File: src/healpix_mesh_node_neighbour_index_unit_defines.svh
// assertion helpers shared by the rtl
`ifndef HEALPIX_MESH_NODE_NEIGHBOUR_INDEX_UNIT_DEFINES_SVH
`define HEALPIX_MESH_NODE_NEIGHBOUR_INDEX_UNIT_DEFINES_SVH

// same-cycle implication, disabled during reset
`define HMNI_ASSERT_NOW(lbl, ante, cons, msg) \
   lbl: assert property (@(posedge clock) disable iff (reset) (ante) |-> (cons)) \
      else $error(msg);

// next-cycle implication, disabled during reset
`define HMNI_ASSERT_NEXT(lbl, ante, cons, msg) \
   lbl: assert property (@(posedge clock) disable iff (reset) (ante) |=> (cons)) \
      else $error(msg);

`endif

File: src/hmni_pkg.sv
package hmni_pkg;

   localparam int OP_W        = 2;
   localparam int COL_W       = 13;
   localparam int ROW_W       = 13;
   localparam int NSIDE_W     = 11;
   localparam int VIDX_W      = 25;
   localparam int DVS_W       = 11;
   localparam int REM_W       = DVS_W;
   localparam int CST_W       = 6;
   localparam int CMP_W       = 16;
   localparam int REQ_TDATA_W = 32;
   localparam int RSP_TDATA_W = 32;
   localparam int QUEUE_DEPTH = 4;
   localparam int QPTR_W      = 2;

   typedef enum logic [OP_W-1:0] {
      OP_NODE  = 2'd0,
      OP_UPPER = 2'd1,
      OP_LOWER = 2'd2,
      OP_RIGHT = 2'd3
   } hmni_op_type;

   // polynomial part of the index, in n*n, n*row, row*row, n and row
   typedef enum logic [3:0] {
      F_ZERO,
      F_POLE,
      F_GHOST,
      F_POLAR_N,
      F_EQ_N,
      F_S_N,
      F_UP_N,
      F_UP_NS,
      F_UP_EQ,
      F_UP_S,
      F_LO_N,
      F_LO_EQ,
      F_LO_S
   } hmni_form_type;

   typedef enum logic [2:0] {
      X_ZERO,
      X_ONE,
      X_TWO,
      X_HALF,
      X_HALF_UP
   } hmni_xsel_type;

   typedef enum logic [1:0] {
      Q_NONE,
      Q_ADD,
      Q_SUB
   } hmni_qop_type;

   typedef struct packed {
      hmni_form_type      form;
      hmni_xsel_type      xsel;
      logic [CST_W-1:0]   cst;
      hmni_qop_type       qop;
      logic [DVS_W-1:0]   dvs;
      logic [COL_W-1:0]   col;
      logic [ROW_W-1:0]   row;
      logic [NSIDE_W-1:0] nside;
      logic               err;
   } hmni_item_type;

endpackage

File: src/hmni_front.sv
module hmni_front #(
   parameter int MAX_NSIDE = 1024
) (
   input  logic                                clock,
   input  logic                                reset,
   input  logic                                csr_valid,
   output logic                                csr_ready,
   input  logic [hmni_pkg::NSIDE_W-1:0]        csr_data,
   input  logic                                req_tvalid,
   output logic                                req_tready,
   input  logic [hmni_pkg::REQ_TDATA_W-1:0]    req_tdata,
   input  logic [hmni_pkg::OP_W-1:0]           req_tuser,
   input  logic                                q_full,
   output logic                                q_push,
   output hmni_pkg::hmni_item_type             q_item
);
   import hmni_pkg::*;

   logic [NSIDE_W-1:0] nside_ff, nside_in;
   hmni_op_type        op;
   logic [COL_W-1:0]   col;
   logic [ROW_W-1:0]   row;
   logic [CMP_W-1:0]   xw, yw, nw, n2, n3, n4, y4, kn, s4;
   logic err, y0, y1, yltn, yeqn, le3n, lt3n, lt4n, eq4m1, eq4m2, eq4, n1, nlt3;
   logic xodd, stg;
   logic               gh;
   logic [CST_W-1:0]   goff;
   hmni_form_type      form;
   hmni_xsel_type      xsel;
   logic [CST_W-1:0]   cst;
   hmni_qop_type       qop;
   logic [DVS_W-1:0]   dvs;

   assign csr_ready = 1'b1;

   always_comb begin
      nside_in = nside_ff;
      if (csr_valid) begin
         if (csr_data == '0) begin
            nside_in = NSIDE_W'(1);
         end else if (32'(csr_data) > MAX_NSIDE) begin
            nside_in = NSIDE_W'(MAX_NSIDE);
         end else begin
            nside_in = csr_data;
         end
      end
   end

   always_ff @(posedge clock) begin
      if (reset) begin
         nside_ff <= NSIDE_W'(1);
      end else begin
         nside_ff <= nside_in;
      end
   end

   assign op  = hmni_op_type'(req_tuser);
   assign col = req_tdata[COL_W-1:0];
   assign row = req_tdata[COL_W+ROW_W-1:COL_W];

   assign xw = CMP_W'(col);
   assign yw = CMP_W'(row);
   assign nw = CMP_W'(nside_ff);
   assign n2 = nw << 1;
   assign n3 = n2 + nw;
   assign n4 = nw << 2;
   assign y4 = yw << 2;
   // distance to the south pole row, used in the southern polar cap
   assign kn = n4 - yw;
   assign s4 = kn << 2;

   assign err   = yw > n4;
   assign y0    = yw == '0;
   assign y1    = yw == CMP_W'(1);
   assign yltn  = yw < nw;
   assign yeqn  = yw == nw;
   assign le3n  = yw <= n3;
   assign lt3n  = yw < n3;
   assign lt4n  = yw < n4;
   assign eq4m1 = yw == n4 - CMP_W'(1);
   assign eq4m2 = yw == n4 - CMP_W'(2);
   assign eq4   = yw == n4;
   assign n1    = nw == CMP_W'(1);
   assign nlt3  = nw < CMP_W'(3);
   assign xodd  = col[0];
   // stagger of equatorial rows
   assign stg   = row[0] ^ nside_ff[0];

   always_comb begin
      form = F_ZERO;
      xsel = X_ZERO;
      cst  = CST_W'(-1);
      qop  = Q_NONE;
      dvs  = DVS_W'(1);
      gh   = 1'b0;
      goff = '0;
      if (!err) begin
         unique case (op)
            OP_NODE: begin
               priority if (y0) begin
                  if (xw == CMP_W'(8)) gh = 1'b1;
                  else begin xsel = X_ONE; cst = '0; end
               end else if (yltn) begin
                  if (xw == y4) gh = 1'b1;
                  else begin form = F_POLAR_N; xsel = X_ONE; cst = CST_W'(8); end
               end else if (le3n) begin
                  if (xw == n4) gh = 1'b1;
                  else begin form = F_EQ_N; xsel = X_ONE; cst = CST_W'(8); end
               end else if (lt4n) begin
                  if (xw == s4) gh = 1'b1;
                  else begin form = F_S_N; xsel = X_ONE; cst = CST_W'(8); end
               end else begin
                  if (xw == CMP_W'(8)) gh = 1'b1;
                  else begin form = F_POLE; xsel = X_ONE; cst = CST_W'(8); end
               end
            end
            OP_UPPER: begin
               priority if (y0) begin
                  if (xw == CMP_W'(7)) gh = 1'b1;
                  else begin xsel = X_ONE; cst = CST_W'(1); end
               end else if (y1) begin
                  xsel = X_TWO; cst = '0;
               end else if (yltn || (yeqn && !nlt3)) begin
                  if (xw == y4 - CMP_W'(1)) begin
                     gh = 1'b1; goff = CST_W'(-1);
                  end else begin
                     form = F_UP_N; xsel = X_ONE; cst = CST_W'(12);
                     qop = Q_SUB; dvs = row[DVS_W-1:0];
                  end
               end else if (yeqn) begin
                  if (xw == n4 - CMP_W'(1)) begin
                     gh = 1'b1; goff = CST_W'(-1);
                  end else begin
                     form = F_UP_NS; xsel = X_HALF_UP; cst = CST_W'(12);
                  end
               end else if (le3n) begin
                  if (xw == n4 - CMP_W'(1) && !stg) begin
                     gh = 1'b1; goff = CST_W'(-1);
                  end else begin
                     form = F_UP_EQ; xsel = X_ONE; cst = CST_W'(9) - CST_W'(stg);
                  end
               end else if (lt4n && !eq4m1) begin
                  form = F_UP_S; xsel = X_ONE; cst = CST_W'(5);
                  qop = Q_ADD; dvs = kn[DVS_W-1:0];
               end else if (eq4m1) begin
                  form = F_POLE; xsel = X_TWO;
                  cst = n1 ? CST_W'(1) : CST_W'(-3);
               end else if (n1) begin
                  if (xw == CMP_W'(7)) begin
                     gh = 1'b1; goff = CST_W'(-2);
                  end else if (xodd) begin
                     form = F_POLE; xsel = X_HALF_UP; cst = '0;
                  end else begin
                     form = F_POLE; xsel = X_HALF; cst = CST_W'(4);
                  end
               end else begin
                  form = F_POLE;
                  if (xodd) begin xsel = X_ONE; cst = CST_W'(-4); end
                  else begin xsel = X_HALF_UP; cst = CST_W'(4); end
               end
            end
            OP_LOWER: begin
               priority if (y0) begin
                  if (n1 && xw == CMP_W'(7)) begin
                     gh = 1'b1; goff = CST_W'(2);
                  end else if (!xodd) begin
                     xsel = X_HALF; cst = CST_W'(8);
                  end else if (n1) begin
                     xsel = X_HALF_UP; cst = CST_W'(12);
                  end else begin
                     xsel = X_ONE; cst = CST_W'(12);
                  end
               end else if (yltn) begin
                  form = F_LO_N; xsel = X_ONE; cst = CST_W'(9);
                  qop = Q_ADD; dvs = row[DVS_W-1:0];
               end else if (yeqn && n1) begin
                  if (xw == CMP_W'(3)) begin
                     gh = 1'b1; goff = CST_W'(1);
                  end else begin
                     xsel = X_ONE; cst = CST_W'(13);
                  end
               end else if (yw == n2 && n1) begin
                  xsel = X_ONE; cst = CST_W'(16);
               end else if (lt3n && !n1) begin
                  if (xw == n4 - CMP_W'(1) && !stg) begin
                     gh = 1'b1; goff = CST_W'(1);
                  end else begin
                     form = F_LO_EQ; xsel = X_ONE; cst = CST_W'(9) - CST_W'(stg);
                  end
               end else if (eq4m2) begin
                  if (xw == CMP_W'(7)) begin
                     gh = 1'b1; goff = CST_W'(1);
                  end else begin
                     form = F_POLE; xsel = X_HALF_UP; cst = CST_W'(4);
                  end
               end else if (eq4m1) begin
                  form = F_POLE; xsel = X_TWO; cst = CST_W'(8);
               end else if (lt4n) begin
                  if (xw == s4 - CMP_W'(1)) begin
                     gh = 1'b1; goff = CST_W'(1);
                  end else begin
                     form = F_LO_S; xsel = X_ONE; cst = CST_W'(8);
                     qop = Q_SUB; dvs = kn[DVS_W-1:0];
                  end
               end else begin
                  if (xw == CMP_W'(7)) gh = 1'b1;
                  else begin form = F_POLE; xsel = X_ONE; cst = CST_W'(9); end
               end
            end
            OP_RIGHT: begin
               priority if (y0) begin
                  if ((n1 && xw == CMP_W'(7)) || (!n1 && xw >= CMP_W'(7))) begin
                     gh = 1'b1; goff = CST_W'(1);
                  end else if (xodd) begin
                     xsel = X_HALF_UP; cst = CST_W'(8);
                  end else if (n1) begin
                     xsel = X_HALF; cst = CST_W'(13);
                  end else begin
                     xsel = X_ONE; cst = CST_W'(13);
                  end
               end else if (y1) begin
                  if (xw < CMP_W'(7)) begin
                     xsel = X_TWO; cst = CST_W'(1);
                  end else begin
                     gh = 1'b1; goff = CST_W'(-1);
                  end
               end else if (yltn) begin
                  if (xw == y4 - CMP_W'(1)) gh = 1'b1;
                  else begin form = F_POLAR_N; xsel = X_ONE; cst = CST_W'(9); end
               end else if (yw == CMP_W'(3) && n1) begin
                  xsel = X_TWO; cst = CST_W'(21);
               end else if (le3n) begin
                  if (xw == n4 - CMP_W'(1)) gh = 1'b1;
                  else begin form = F_EQ_N; xsel = X_ONE; cst = CST_W'(9); end
               end else if (lt4n && !eq4m1 && !n1) begin
                  if (xw == s4 - CMP_W'(1)) gh = 1'b1;
                  else begin form = F_S_N; xsel = X_ONE; cst = CST_W'(9); end
               end else if (eq4m1) begin
                  form = F_POLE; xsel = X_TWO; cst = CST_W'(9);
               end else if (eq4) begin
                  if (xw == CMP_W'(7)) begin
                     gh = 1'b1; goff = CST_W'(-1);
                  end else if (xodd) begin
                     form = F_POLE; xsel = X_HALF_UP; cst = CST_W'(4);
                  end else begin
                     form = F_POLE; xsel = X_ONE;
                     cst = n1 ? CST_W'(1) : CST_W'(-3);
                  end
               end else begin
                  form = F_ZERO;
               end
            end
            default: begin
               form = F_ZERO;
            end
         endcase
      end
      // periodic ghost node: 12*n*n + 16 + latitude, latitude = row + offset
      if (gh) begin
         form = F_GHOST;
         xsel = X_ZERO;
         cst  = CST_W'(16) + goff;
         qop  = Q_NONE;
      end
   end

   assign req_tready     = !q_full;
   assign q_push         = req_tvalid && !q_full;
   assign q_item.form    = form;
   assign q_item.xsel    = xsel;
   assign q_item.cst     = cst;
   assign q_item.qop     = qop;
   assign q_item.dvs     = dvs;
   assign q_item.col     = col;
   assign q_item.row     = row;
   assign q_item.nside   = nside_ff;
   assign q_item.err     = err;

endmodule

File: src/hmni_queue.sv
module hmni_queue (
   input  logic                    clock,
   input  logic                    reset,
   input  logic                    push,
   input  hmni_pkg::hmni_item_type push_item,
   output logic                    full,
   input  logic                    pop,
   output hmni_pkg::hmni_item_type pop_item,
   output logic                    empty
);
   import hmni_pkg::*;

   hmni_item_type     mem_ff [QUEUE_DEPTH];
   logic [QPTR_W-1:0] wptr_ff, wptr_in, rptr_ff, rptr_in;
   logic [QPTR_W:0]   cnt_ff, cnt_in;

   assign full     = cnt_ff == (QPTR_W+1)'(QUEUE_DEPTH);
   assign empty    = cnt_ff == '0;
   assign pop_item = mem_ff[rptr_ff];

   always_comb begin
      wptr_in = push ? wptr_ff + QPTR_W'(1) : wptr_ff;
      rptr_in = pop ? rptr_ff + QPTR_W'(1) : rptr_ff;
      cnt_in  = cnt_ff + (QPTR_W+1)'(push) - (QPTR_W+1)'(pop);
   end

   always_ff @(posedge clock) begin
      if (reset) begin
         wptr_ff <= '0;
         rptr_ff <= '0;
         cnt_ff  <= '0;
      end else begin
         wptr_ff <= wptr_in;
         rptr_ff <= rptr_in;
         cnt_ff  <= cnt_in;
      end
   end

   always_ff @(posedge clock) begin
      if (push) begin
         mem_ff[wptr_ff] <= push_item;
      end
   end

endmodule

File: src/hmni_back.sv
module hmni_back (
   input  logic                              clock,
   input  logic                              reset,
   input  logic                              q_empty,
   input  hmni_pkg::hmni_item_type           q_item,
   output logic                              q_pop,
   output logic                              rsp_tvalid,
   input  logic                              rsp_tready,
   output logic [hmni_pkg::RSP_TDATA_W-1:0]  rsp_tdata,
   output logic                              rsp_tuser
);
   import hmni_pkg::*;

   localparam int NST = COL_W;

   typedef struct packed {
      hmni_item_type     item;
      logic [REM_W-1:0]  rem;
      logic [COL_W-1:0]  quo;
      logic [VIDX_W-1:0] p1;
      logic [VIDX_W-1:0] p2;
      logic [VIDX_W-1:0] p3;
      logic [VIDX_W-1:0] poly;
   } hmni_stage_type;

   hmni_stage_type st_ff [NST];
   hmni_stage_type st_in [NST];
   logic [NST-1:0] vld_ff, vld_in;
   hmni_stage_type fin;
   logic adv;
   logic rsp_valid_ff, rsp_valid_in;
   logic [VIDX_W-1:0] vidx_ff, vidx_in;
   logic err_ff, err_in;
   logic [2*NSIDE_W-1:0]     p1_full;
   logic [NSIDE_W+ROW_W-1:0] p2_full;
   logic [2*ROW_W-1:0]       p3_full;
   logic [VIDX_W-1:0] xv, xt, cv, qt;

   // one restoring division step, one quotient bit per stage
   function automatic hmni_stage_type div_step(hmni_stage_type s, logic xbit);
      logic [REM_W:0] t;
      hmni_stage_type r;
      r = s;
      t = {s.rem, xbit};
      if (t >= {1'b0, s.item.dvs}) begin
         r.rem = REM_W'(t - {1'b0, s.item.dvs});
         r.quo = {s.quo[COL_W-2:0], 1'b1};
      end else begin
         r.rem = t[REM_W-1:0];
         r.quo = {s.quo[COL_W-2:0], 1'b0};
      end
      return r;
   endfunction

   function automatic logic [VIDX_W-1:0] poly_of(hmni_stage_type s);
      logic [VIDX_W-1:0] a, b, c, nv, yv, r;
      a  = s.p1;
      b  = s.p2;
      c  = s.p3;
      nv = VIDX_W'(s.item.nside);
      yv = VIDX_W'(s.item.row);
      unique case (s.item.form)
         F_ZERO:    r = '0;
         F_POLE:    r = (a << 3) + (a << 2);
         F_GHOST:   r = (a << 3) + (a << 2) + yv;
         F_POLAR_N: r = (c << 1) - (yv << 1);
         F_EQ_N:    r = (b << 2) - (a << 1) - (nv << 1);
         F_S_N:     r = (b << 4) - (a << 4) - (a << 2) - (c << 1) - (nv << 3) + (yv << 1);
         F_UP_N:    r = (c << 1) - (yv << 2) - (yv << 1);
         F_UP_NS:   r = (a << 1) - (nv << 2) - (nv << 1);
         F_UP_EQ:   r = (b << 2) - (a << 1) - (nv << 2) - (nv << 1);
         F_UP_S:    r = (b << 4) - (a << 4) - (a << 2) - (c << 1) - (nv << 4) - (nv << 3)
                        + (yv << 2) + (yv << 1);
         F_LO_N:    r = (c << 1) + (yv << 1);
         F_LO_EQ:   r = (b << 2) - (a << 1) + (nv << 1);
         F_LO_S:    r = (b << 4) - (a << 4) - (a << 2) - (c << 1) + (nv << 3) - (yv << 1);
         default:   r = '0;
      endcase
      return r;
   endfunction

   assign adv   = !rsp_valid_ff || rsp_tready;
   assign q_pop = adv && !q_empty;

   assign p1_full = st_ff[0].item.nside * st_ff[0].item.nside;
   assign p2_full = st_ff[0].item.nside * st_ff[0].item.row;
   assign p3_full = st_ff[0].item.row * st_ff[0].item.row;

   always_comb begin
      st_in[0]      = '0;
      st_in[0].item = q_item;
      vld_in[0]     = !q_empty;
      for (int i = 0; i < NST-1; i++) begin
         st_in[i+1]  = div_step(st_ff[i], st_ff[i].item.col[COL_W-1-i]);
         vld_in[i+1] = vld_ff[i];
         if (i == 0) begin
            st_in[i+1].p1 = VIDX_W'(p1_full);
            st_in[i+1].p2 = VIDX_W'(p2_full);
            st_in[i+1].p3 = VIDX_W'(p3_full);
         end
         if (i == 1) begin
            st_in[i+1].poly = poly_of(st_ff[i]);
         end
      end
      fin = div_step(st_ff[NST-1], st_ff[NST-1].item.col[0]);
   end

   always_comb begin
      xv = VIDX_W'(fin.item.col);
      unique case (fin.item.xsel)
         X_ZERO:    xt = '0;
         X_ONE:     xt = xv;
         X_TWO:     xt = xv << 1;
         X_HALF:    xt = xv >> 1;
         X_HALF_UP: xt = (xv + VIDX_W'(1)) >> 1;
         default:   xt = '0;
      endcase
      cv = {{(VIDX_W-CST_W){fin.item.cst[CST_W-1]}}, fin.item.cst};
      unique case (fin.item.qop)
         Q_NONE:  qt = '0;
         Q_ADD:   qt = VIDX_W'(fin.quo);
         Q_SUB:   qt = '0 - VIDX_W'(fin.quo);
         default: qt = '0;
      endcase
      vidx_in      = adv ? fin.poly + xt + cv + qt : vidx_ff;
      err_in       = adv ? fin.item.err : err_ff;
      rsp_valid_in = adv ? vld_ff[NST-1] : rsp_valid_ff;
   end

   always_ff @(posedge clock) begin
      if (reset) begin
         vld_ff       <= '0;
         rsp_valid_ff <= 1'b0;
      end else begin
         if (adv) begin
            vld_ff <= vld_in;
         end
         rsp_valid_ff <= rsp_valid_in;
      end
   end

   always_ff @(posedge clock) begin
      if (adv) begin
         for (int i = 0; i < NST; i++) begin
            st_ff[i] <= st_in[i];
         end
      end
      vidx_ff <= vidx_in;
      err_ff  <= err_in;
   end

   assign rsp_tvalid = rsp_valid_ff;
   assign rsp_tdata  = {{(RSP_TDATA_W-VIDX_W){1'b0}}, vidx_ff};
   assign rsp_tuser  = err_ff;

endmodule

File: src/healpix_mesh_node_neighbour_index_unit.sv
// HEALPix mesh node / cell corner index unit.
// csr channel: writes nside (clamped to 1..MAX_NSIDE); always ready, write
//    only while the unit holds no word in flight.
// req channel: one query word per handshake; tuser carries the opcode
//    (node, upper, lower or right corner), tdata the column and row.
// rsp channel: one result word per query, in order; tdata holds the 25-bit
//    vertex index, tuser flags a row beyond the south pole (index then -1).
// The front classifies each query into a latitude band in the accepting
// cycle and writes it into a four-word queue. The back pops one word per
// cycle, unless the output is stalled, into a 13-stage pipeline: a restoring
// divider (one quotient bit per stage) runs beside the three products and
// the band polynomial, and the final sum lands in the output register.
// Throughput is one word per cycle while rsp_tready does not stall the output.
// When rsp_tready is low the back pipeline holds and the queue fills; req
// stays ready until the queue holds four words.
// Synchronous reset sets nside to 1 and empties queue and pipeline.
module healpix_mesh_node_neighbour_index_unit #(
   parameter int MAX_NSIDE = 1024
) (
   input  logic                               clock,
   input  logic                               reset,
   input  logic                               csr_valid,
   output logic                               csr_ready,
   input  logic [hmni_pkg::NSIDE_W-1:0]       csr_data,     // nside
   input  logic                               req_tvalid,
   output logic                               req_tready,
   input  logic [hmni_pkg::REQ_TDATA_W-1:0]   req_tdata,    // column[12:0], row[25:13]
   input  logic [hmni_pkg::OP_W-1:0]          req_tuser,    // opcode[1:0]
   output logic                               rsp_tvalid,
   input  logic                               rsp_tready,
   output logic [hmni_pkg::RSP_TDATA_W-1:0]   rsp_tdata,    // vertex_index[24:0]
   output logic                               rsp_tuser     // row_error
);
   import hmni_pkg::*;

`include "healpix_mesh_node_neighbour_index_unit_defines.svh"

   logic          q_full, q_empty, q_push, q_pop;
   hmni_item_type q_wr_item, q_rd_item;

   hmni_front #(.MAX_NSIDE(MAX_NSIDE)) u_front (
      .clock      (clock),
      .reset      (reset),
      .csr_valid  (csr_valid),
      .csr_ready  (csr_ready),
      .csr_data   (csr_data),
      .req_tvalid (req_tvalid),
      .req_tready (req_tready),
      .req_tdata  (req_tdata),
      .req_tuser  (req_tuser),
      .q_full     (q_full),
      .q_push     (q_push),
      .q_item     (q_wr_item)
   );

   hmni_queue u_queue (
      .clock     (clock),
      .reset     (reset),
      .push      (q_push),
      .push_item (q_wr_item),
      .full      (q_full),
      .pop       (q_pop),
      .pop_item  (q_rd_item),
      .empty     (q_empty)
   );

   hmni_back u_back (
      .clock      (clock),
      .reset      (reset),
      .q_empty    (q_empty),
      .q_item     (q_rd_item),
      .q_pop      (q_pop),
      .rsp_tvalid (rsp_tvalid),
      .rsp_tready (rsp_tready),
      .rsp_tdata  (rsp_tdata),
      .rsp_tuser  (rsp_tuser)
   );

   `HMNI_ASSERT_NOW(a_no_overflow, q_push, !q_full, "queue written while full")
   `HMNI_ASSERT_NOW(a_no_underflow, q_pop, !q_empty, "queue read while empty")
   `HMNI_ASSERT_NOW(a_err_value, rsp_tvalid && rsp_tuser, rsp_tdata[VIDX_W-1:0] == '1, "err index")
   `HMNI_ASSERT_NEXT(a_rsp_hold, rsp_tvalid && !rsp_tready, rsp_tvalid, "result dropped under stall")

endmodule

File: config.mk
export PLATFORM = sky130hd
export DESIGN_NAME = healpix_mesh_node_neighbour_index_unit
export DESIGN_NICKNAME = d
export VERILOG_FILES = /design/src/hmni_pkg.sv /design/src/hmni_front.sv /design/src/hmni_queue.sv /design/src/hmni_back.sv /design/src/healpix_mesh_node_neighbour_index_unit.sv
export VERILOG_INCLUDE_DIRS = /design/src /design/src/src
export SDC_FILE = /design/constraint.sdc
export NUM_CORES = 2
export LEC_CHECK = 0
export ABC_AREA = 1
export BUFFER_PORTS_ARGS = -buffer_cell sky130_fd_sc_hd__buf_2
export CORE_UTILIZATION = 38
export CTS_BUF_LIST = sky130_fd_sc_hd__clkbuf_4 sky130_fd_sc_hd__clkbuf_8
export CTS_CLUSTER_DIAMETER = 150
export DETAILED_ROUTE_END_ITERATION = 8
export HOLD_SLACK_MARGIN = 0.15
export PLACE_DENSITY = 0.54
export SLEW_MARGIN = 20
export SYNTH_ARGS = -nofsm -noshare
export SYNTH_HDL_FRONTEND = slang
export SYNTH_SLANG_ARGS = --single-unit
File: constraint.sdc
create_clock -name clock -period 80.9 [get_ports clock]
set_clock_uncertainty 0.1 [all_clocks]
set_input_delay 8.09 -clock clock [delete_from_list [all_inputs] [get_ports clock]]
set_output_delay 8.09 -clock clock [all_outputs]
set_load 0.01 [all_outputs]
Yosys cells after proc, flatten, opt, wreduce, memory -nomap -nowiden
Memory sizes are Yosys's and may differ from the RTL's. A register that Yosys moved wholly into a read port is not among the register bits.
Cells that the tools add are included.
{ "word_totals": {"reg_bits": 58, "memories": 2, "in_bits": 50, "ram_bits": 2700, "out_inout_bits": 36} }
{ "classes": {"n_mux": 299, "addsub": 53, "n_bitwise": 1, "reduce_logical": 26, "magnitude_cmp": 22, "n_mul": 3, "n_eq_ne": 39} }
{ "mem_list": {"columns": ["name", "depth", "word_bits", "read_ports", "rd_ports_with_merged_regs", "write_ports", "line_no", "text"], "rows": [
  ["u_back.st_ff", 13, 188, 13, 0, 13, "hmni_back.sv:26", "hmni_stage_type st_ff [NST];"],
  ["u_queue.mem_ff", 4, 64, 1, 1, 1, "hmni_queue.sv:13", "hmni_item_type mem_ff [QUEUE_DEPTH];"]
]} }
{ "ops": {"columns": ["operator", "count"], "rows": [
  ["$mux W6", 85],
  ["$pmux W25 S12", 1],
  ["$mux W24", 12],
  ["$mux W11", 19],
  ["$ge A12 B11 Y1", 13],
  ["$mux W3", 50],
  ["$sub A11 B11 Y11", 12],
  ["$sub A25 B14 Y25", 5],
  ["$mux W4", 31],
  ["$add A25 B14 Y25", 4],
  ["$add A25 B25 Y25", 4],
  ["$sub A25 B25 Y25", 4],
  ["$eq A13 B16 Y1", 6],
  ["$sub A25 B12 Y25", 3],
  ["$mux W1", 68],
  ["$pmux W14 S4", 1],
  ["$pmux W25 S2", 1],
  ["$sub A25 B13 Y25", 2],
  ["$sub A25 B15 Y25", 2],
  ["$mux W2", 24],
  ["$eq A13 B13 Y1", 2],
  ["$eq A13 B2 Y1 const B", 2],
  ["$add A25 B12 Y25", 1],
  ["$add A25 B13 Y25", 1],
  ["other kinds (57)", 90]
]} }

Logic depth before layout (Yosys ltp)
{ "logic_depth": {"depth_word": 16, "depth_mapped": 35} }

Modules after synthesis
From an unflattened synthesis, not the netlist that was laid out.
{ "hier_totals": {"cells_unflattened": 9315, "area_unflattened_um2": 91059.8} }
{ "modules_own_cells": {"columns": ["module", "cells_per_inst", "area_each_um2", "instances", "seq_area_each_um2"], "rows": [
  ["hmni_back", 7240, 73548.0, 1, 33311.9],
  ["hmni_queue", 802, 10432.5, 1, 7867.5],
  ["hmni_front", 1273, 7079.3, 1, 220.2]
]} }

Least setup slack after synthesis
OpenSTA, ideal clock, no wires.
{ "synth_path": {"kind": "input port to flip-flop", "start": "in rsp_tready", "end": "reg u_back.err_ff (netlist: u_back.rsp_tuser) (enable)", "path_slack_ns": 40.846, "arrival_ns": 38.056, "setup_ns": 1.898, "cell_stages": 3, "required_time_ns": 78.902, "path_buffers": 1, "path_cell_list": "nor2_1 > inv_1 > clkbuf_1"} }
{ "synth_between": {"elab_chain_len": 1} }
{ "synth_rtl": {"columns": ["item", "line_no", "text"], "rows": [
  ["start, declared", "healpix_mesh_node_neighbour_index_unit.sv:30", "input logic rsp_tready,"],
  ["$logic_or A1 B1 Y1", "hmni_back.sv:82", "assign adv = !rsp_valid_ff || rsp_tready;"],
  ["via u_back.adv", "hmni_back.sv:30", "logic adv;"],
  ["end signal, assigned", "hmni_back.sv:149", "err_ff <= err_in;"],
  ["end, declared", "hmni_back.sv:33", "logic err_ff, err_in;"]
]} }
The timed path passes the listed nets, and every way through them passes these cells.
A chain may end at the register's enable or synchronous reset.

==> flow_metrics.py <==
metrics = {
    "die": {
        "chipWidth_um": 482.1,
        "core_area_um2": 228200,
        "core.rowCount": 175,
        "ios": 86,
        "start_util_pct": 38.39,
        "dieArea_um2": 232400,
        "die_h_um": 482.1,
    },
    "yosys": {
        "ys_seq_area_share_pct": 47.26,
        "synthCells": 8600,
        "post_synth_xor_area_fraction_pct": 3.904,
        "synth_cell_type_count": 77,
        "yosysWarnings": 0,
        "syn_area_um2": 87600,
        "async_flop_share_pct": 0,
        "synth_top_family_by_area": "adder cells",
        "ys_ff_latch": 1390,
        "synth_edf_count": 1356,
        "ys.flop_type": "edfxtp_1",
        "synthSimpleGateAreaFrac_pct": 12.41,
        "synthMuxAreaShare_pct": 0.05142,
        "synth_compound_area_share_pct": 9.483,
        "synthAdderAreaFrac_pct": 19.83,
        "postSynthAreaPerCell_um2": 10.19,
    },
    "placement": {
        "routabilityCongestion": 0.9425,
        "pre_cts_ws_ns": 68.01,
        "hpwl_mm": 168.0,
        "placed_area_um2": 91660,
        "port_buffers": 71,
    },
    "final_layout": {
        "nFillCells": 21830,
        "final_common_cell": "inv_1",
        "final_cell_area_um2": 96380,
        "seqCellArea_um2": 41410,
        "num-nets-final": 9980,
        "area_growth_pct": 10.03,
        "drive_above_1_share_pct": 7.167,
        "multi_input_area_um2": 40100,
        "final_cell_mix": "1431 x inv_1, 1356 x edfxtp_1, 1220 x nand2_1",
    },
    "timing": {
        "setup_tns_ns": 0,
        "slew_headroom_pct": 28.57,
        "clock.fmax_ghz": 0.08408,
        "fin_crit_ns": 11.89,
        "setup_violations": 0,
        "final-max-slew-violation-count": 0,
        "final_hold_viol_count": 0,
        "worst_pin_slew_ns": 1.062,
        "rsz0062_at_grt": "false",
        "fin_crit_sh_pct": 14.70,
        "fin_ws_ns": 69.01,
    },
    "cts": {
        "cts_tree": "done",
        "path_clk_slew_ns": 0.06,
        "clk_latency_ns": 0.98,
        "cts_hold_buf": 0,
        "cts_sinks": 1390,
        "numCtsBuffers": 228,
        "cts.root.buffer_cell": "clkbuf_8",
        "post-cts-setup-buffer-count": 0,
        "cts_resized": 0,
        "cts_buffer_depth": 3,
        "htree_levels": 4,
    },
    "critical_path": {
        "cpMostUsedCell": "nand2_1",
        "crit_arrival_ns": 12.49,
        "max_stage_delay_ns": 0.64,
        "worstSetupEndpointType": "register",
        "crit_path_max_fanout": 12,
        "cp_cell_sequence": "buf_2 -> inv_1 -> ha_1 -> nand3_2 -> nand3_2 -> nand2_1 -> nand2_2 -> nand2_1 -> nand2_1 -> inv_1 -> nor4_1 -> nand4_1 -> nor3_1 -> nand2_1 -> o21ai_0 -> nand2_1 -> a21oi_1 -> o21ai_0 -> o21ai_0 -> nand2_1 -> nand2_4 -> nand2_4 -> nand2_2 -> inv_2",
        "path_class": "in -> reg",
        "cp.required_ns": 81.49,
        "crit_path_start_kind": "input port",
        "crit_slowest_cell": "ha_1",
    },
    "grt": {
        "grt-ovfl-total": 0,
        "grt_pass1_vias": 60703,
        "grt_max_degree": 126,
        "track_usage_pct": 19.02,
        "antenna_found_initial": 7,
        "grt_first_pass_wirelength_mm": 339.7,
    },
    "drt": {
        "first_iter_violations": 3948,
        "ant_nets": 0,
        "drt_drc_violations_left": 0,
        "routed_wl_mm": 221.6,
        "dr.pass1.iters": 5,
        "vias_per_cell": 5.019,
        "vias": 60298,
        "wire_per_inst_um": 18.44,
    },
    "hold_path": {
        "hp-class": "reg -> reg",
    },
    "flow_run": {
        "cap_violations": 0,
    },
    "run_status": {
        "status": "finished, final reports clean",
    },
}
layer usage:
layer | vias to the layer above | share of wire, % | global-route usage (%)
met4 | 0 | 2.1 | 4.947
met5 | - | 0 | 0
met1 | 29251 | 47 | 26.14
met3 | 321 | 4.8 | 2.669
li1 | 29368 | - | -
met2 | 1358 | 47 | 31.45
area by class of cell:
| class | instances | share of cell area [%] |
|---|---|---|
| Timing Repair Buffer | 145 | 0.9866 |
| Antenna cell | 7 | 0.01817 |
| Clock buffer | 295 | 3.778 |
| Inverter | 1453 | 5.668 |
| Tap cell | 3009 | 3.906 |
| Sequential cell | 1390 | 42.96 |
| Multi-Input combinational cell | 5588 | 41.61 |
| Clock inverter | 128 | 1.076 |
state kept, by name, indices dropped and copies added, names as in the netlist, 2 cells and up, named ones only:
name              count
u_queue.wptr_ff       2
u_back.st_ff       1074
u_back.vidx_ff       25
u_queue.rptr_ff       2
u_queue.cnt_ff        3
u_queue.mem_ff      256
u_front.nside_ff     11
u_back.vld_ff        13
critical path, delay by kind of cell:
kind                     cells  cell delay (ns)
AND/OR/NAND/NOR             15             2.47
AO/OA/AOI/OAI                4             0.54
buffers and inverters        4             0.72
adder cells (fa/ha/maj)      1             0.64
worst paths after layout:
kind	from	endpoint	slack, ns	depth (start not counted)
setup / recovery	req_tdata[15]	u_queue.mem_ff[0][62]	69.01	24
hold / removal	u_back.st_ff[0][533]	u_back.st_ff[0][721]	0.28	0
setup reg to reg	u_back.st_ff[0][265]	u_back.st_ff[0][395]	72.55	31
hold reg to reg	u_back.st_ff[0][533]	u_back.st_ff[0][721]	0.28	0
synthesized netlist by cell type (70+ instances only):
cell type / number / share of area (%)
clkbuf_1: 153 / 0.66
a21oi_1: 671 / 3.8
fa_1: 440 / 10
inv_1: 1433 / 6.1
nor3_1: 80 / 0.46
xnor2_1: 109 / 1.1
nand2_1: 1220 / 5.2
nor2_1: 755 / 3.2
o22ai_1: 87 / 0.62
ha_1: 684 / 9.8
nand3_1: 284 / 1.6
edfxtp_1: 1356 / 46
xor2_1: 277 / 2.8
o21ai_0: 438 / 2.5
nand4_1: 70 / 0.50
per-stage QoR:
stage | hold WS (ns) | utilization [%] | instances
finish | 0.2828 | 42.24 | 12015
global route | 0.2772 | 42.24 | 12012
CTS | 0.2755 | 42.22 | 12007
detailed placement | 0.3045 | 40.17 | 11584
global placement | 0.3006 | 40.16 | 11583
floorplan | 0.3003 | - | 8608
kinds of logic after synthesis:
group | after synthesis
AND/OR/NAND/NOR | 2578
buffers and inverters | 1630
AO/OA/AOI/OAI | 1484
flip-flops | 1390
adder cells (fa/ha/maj) | 1124
XOR/XNOR | 388
multiplexers | 4
other | 2
Power is left out: the tool's default activity adds up to more than one toggle a clock period on the data nets, which glitch-free logic cannot reach.
